### config.mk
export PLATFORM = sky130hd
export DESIGN_NAME = sapc_ram
export DESIGN_NICKNAME = d
export VERILOG_FILES = /design/src/rtl/core/sapc_ram.sv
export SDC_FILE = /design/constraint.sdc
export NUM_CORES = 2
export LEC_CHECK = 0
export BUFFER_PORTS_ARGS = -buffer_cell sky130_fd_sc_hd__buf_4
export CAP_MARGIN = 30
export CORE_MARGIN = 2
export CORE_UTILIZATION = 49
export CTS_BUF_LIST = sky130_fd_sc_hd__clkbuf_4
export DETAILED_ROUTE_END_ITERATION = 8
export GPL_ROUTABILITY_DRIVEN = 0
export PLACE_DENSITY = 0.74
export RECOVER_POWER = 25
export SLEW_MARGIN = 40
export SYNTH_ARGS = -nofsm -noshare
export SYNTH_HDL_FRONTEND = slang
export SYNTH_SLANG_ARGS = --single-unit
### constraint.sdc
create_clock -name clk_i -period 6.1 [get_ports clk_i]
set_input_delay 1.22 -clock clk_i [delete_from_list [all_inputs] [get_ports clk_i]]
set_output_delay 1.22 -clock clk_i [all_outputs]
set_load 0.01 [all_outputs]
### src/rtl/core/sapc_ram.sv
`timescale 1ns / 1ps
module sapc_ram #(
  parameter int unsigned Width = 32,
  parameter int unsigned Depth = 64
) (
  input  logic                     clk_i,
  input  logic                     we_i,
  input  logic [$clog2(Depth)-1:0] waddr_i,
  input  logic [Width-1:0]         wdata_i,
  input  logic [$clog2(Depth)-1:0] raddr_i,
  output logic [Width-1:0]         rdata_o
);

  logic [Width-1:0] mem_q [Depth];
  logic [Width-1:0] rdata_q;

  always_ff @(posedge clk_i) begin
    if (we_i) begin
      mem_q[waddr_i] <= wdata_i;
    end
    rdata_q <= mem_q[raddr_i];
  end

  assign rdata_o = rdata_q;

endmodule

* Word level (Yosys, flattened, before mapping)
Memories as Yosys holds them, arrays and structs flattened. A register that Yosys moved wholly into a read port is not among the register bits. Index checks and enable logic that the tools add are counted.
Storage, ports and cells: bits in writable memories 2048, bits in registers 0, output and inout port bits 32, memories 1, input bits 46
Memories:
- mem_q | depth 64, bits a word 32, read ports 1, clocked after Yosys merged registers in 1, wr ports 1, RTL line 14 | logic [Width-1:0] mem_q [Depth];
Operators by class: mux-type cells 2
Operator list (number):
- 1-bit 2-to-1 mux | 2

* Logic depth before layout (Yosys ltp)
depth in word-level cells 2, mapped depth 10

* Least setup slack after synthesis
Ideal clock, no wire load.
path kind input-to-reg, from in waddr_i[3], to mem mem_q[48][0] (enable), slack 1.720 ns, data arrival time 3.919 ns, stages on the path 4, path buffers 1, setup time 0.461 ns, required time 5.639 ns, path through clkbuf_1 -> nor2b_1 -> nand4b_1 -> nor3_1
RTL lines:
- from (decl) | RTL line 8 | input logic [$clog2(Depth)-1:0] waddr_i,
- to (decl) | RTL line 14
No word-level cell before the write port.

* Worst setup path in the final report
from reg rdata_q[27], in the netlist rdata_o[27], read port of mem_q, to out rdata_o[27]
RTL lines:
- from (decl) | RTL line 15 | logic [Width-1:0] rdata_q;
- to (decl) | RTL line 11 | output logic [Width-1:0] rdata_o
No word-level cell between the ends.

==> results.py <==
metrics = {
    "min_path": {
        "hold_class": "input pin to flip-flop",
    },
    "synth": {
        "ys_seq_area_share_pct": 79.1,
        "syn_inst": 3324,
        "syn-num-nets": 3370,
        "synthTopCellsByArea": "edfxtp_1 (78%), mux4_2 (16%), mux2i_1 (1.2%)",
        "synth_area_um2": 78500,
        "async_reset_ff_share_pct": 0,
        "synth-warning-count": 0,
        "synth-edff-count": 2048,
        "synth_top_cell_by_area": "edfxtp_1",
        "avgSynthCellArea_um2": 23.6,
        "synth-seq-cells": 2080,
        "ys_top_cells_by_count": "edfxtp_1 (2,048), mux4_2 (544), nor2_1 (137), mux2i_1 (93), o22ai_1 (84)",
        "synth.top_cell.area_share_pct": 78.3,
        "synth_ff_type": "edfxtp_1",
        "yosysMostFrequentCell": "edfxtp_1",
        "synth_cell_types": 34,
    },
    "global_routing": {
        "grtUsageMet2_pct": 37.3,
        "grt_use_total_pct": 24.5,
        "grt_pass1_wl_mm": 280,
        "use_met1_pct": 31.6,
        "grt_overflow": 0,
        "busiest_layer": "met2",
        "grt_max_degree": 76,
        "antenna_found_initial": 24,
        "grt_pass1_vias": 39800,
        "grt_util_met3_pct": 9.52,
    },
    "routing": {
        "wirelength_mm": 199,
        "drc": 0,
        "wire_per_inst_um": 31.4,
        "drtIter0Drc": 5528,
        "via_per_inst": 6.17,
        "antenna_left": 0,
        "dr_total_vias": 39000,
        "drtPass1Iterations": 5,
    },
    "pwr": {
        "max-vdd-ir-drop_mv": 0.204,
        "p_leak_nw": 28.2,
        "p_per_area_nw_per_um2": 318,
    },
    "timing": {
        "period_share_pct": 57.3,
        "hold_slack_ps": 464,
        "tns_ps": 0,
        "slew_violations": 1805,
        "fmax_mhz": 286,
        "finalCriticalPeriod_ps": 3500,
        "timing.final.hold_violations": 0,
        "slew_headroom_pct": -131,
        "rsz0062_at_grt": "false",
        "clock-skew-final_ps": 91.0,
        "setup_viol_count_final": 0,
        "tightest_slew_ps": 3460,
    },
    "die": {
        "fp-row-count": 146,
        "coreArea_um2": 159000,
        "start_util_pct": 49.5,
        "ios": 78,
        "die_h_um": 404,
        "die_w_um": 404,
        "die_area_um2": 163000,
    },
    "clocking": {
        "numClockSinks": 2080,
        "ctsHoldBuffers": 0,
        "post_cts_resized": 0,
        "postCtsSetupBuffers": 0,
        "cts.htree.levels": 5,
        "clock_latency_ps": 1360,
        "root_buffer": "clkbuf_4",
        "cts.clk_slew.worst_paths_ps": 70,
        "cts_tree": "built",
        "numCtsBuffers": 489,
        "clockBufferDepth": 4,
    },
    "setup_path": {
        "cp_slowest_stage_delay_ps": 700,
        "start_kind": "flip-flop",
        "cp_slowest_cell": "dfxtp_1",
        "critPathMaxFanout": 1,
        "cp-end-kind": "primary output",
        "arrival_ps": 2280,
        "cp_top_family": "flip-flops",
        "crit_required_ps": 4880,
        "reg2reg_setup_slack_ps": 3500,
        "crit_chain": "buf_4",
        "critPathKind": "flip-flop to primary output",
        "cp_num_buf_inv": 1,
    },
    "final_layout": {
        "final_cell_area_um2": 89000,
        "multi_input_area_um2": 16000,
        "area_delta_synth_final_pct": 13.3,
        "nFillCells": 11500,
        "register_area_um2": 62100,
        "layout.nets": 3904,
        "drive_above_1_share_pct": 37.3,
    },
    "placed_design": {
        "post-dp-hpwl_mm": 113,
        "portBuffers": 77,
        "dpl_cell_area_um2": 82800,
    },
    "run_status": {
        "violations": "capacitance limit, slew limit",
        "status": "complete, but fails checks",
    },
    "run": {
        "drv_cap": 28,
    },
}
-- final cells by class --
type                    instances  area share (%)
multi-input cells            1062            18.0
clock buffers                 739            6.23
diodes                         13          0.0366
repair buffers                225            2.31
clock inverters               130           0.657
flip-flops and latches       2080            69.8
well taps                    2072            2.91
-- sequential cells by signal, summed over array words and instances (netlist names) --
name / flops
rdata_o: 32
mem_q: 2048
-- final timing paths --
check,start,endpoint,cells after the start
worst max-delay path,rdata_o[27]$_DFF_P_,rdata_o[27],1
worst min-delay path,wdata_i[10],mem_q[44][10]$_DFFE_PP_,1
worst max register to register,mem_q[27][30]$_DFFE_PP_,rdata_o[30]$_DFF_P_,4
worst min register to register,mem_q[12][20]$_DFFE_PP_,rdata_o[20]$_DFF_P_,4
-- per-stage QoR --
stage / setup WS (ps) / total power [W] / instances / utilization, %
floorplan: 1720 / 0.0169 / 3324 / -
global placement: 1210 / 0.0177 / 5408 / 51.8
detailed placement: 1320 / 0.0177 / 5433 / 52.2
CTS: 2510 / 0.0285 / 6302 / 56.0
global route: 2510 / 0.0293 / 6316 / 56.0
finish: 2600 / 0.0283 / 6321 / 56.1
-- logic make-up after synthesis --
kind of cell	after synthesis	share of synthesized area [%]
simple gates	223	1.27
mux	637	16.8
flops	2080	79.1
compound gates	202	1.67
buf+inv	182	1.13
-- report_power, final --
group          switching (W)  total, W  internal, W
clock                0.00530    0.0109      0.00562
combinational       0.000953   0.00149     0.000539
sequential         0.0000822    0.0159       0.0158
-- cells in the final DEF (no fill, tap or decap), types with 25 or more instances in the layout --
cell type | synthesis | routed
nor2_4 | 0 | 62
a21oi_1 | 62 | 58
o221ai_1 | 27 | 27
buf_4 | 25 | 153
mux4_2 | 544 | 544
clkinv_1 | 0 | 113
clkbuf_1 | 74 | 29
mux2i_1 | 93 | 93
nand2_1 | 26 | 25
dfxtp_1 | 32 | 32
nor2_1 | 137 | 74
clkbuf_4 | 0 | 739
o22ai_1 | 84 | 83
edfxtp_1 | 2048 | 2048
-- per-layer routing --
| metal | up-vias | wire length [um] |
|---|---|---|
| li1 | 15700 | - |
| met2 | 2606 | 93800 |
| met5 | - | 126 |
| met1 | 20300 | 70100 |
| met3 | 396 | 27500 |
| met4 | 22 | 7170 |
Note: power is estimated with default switching activity, not from simulation.
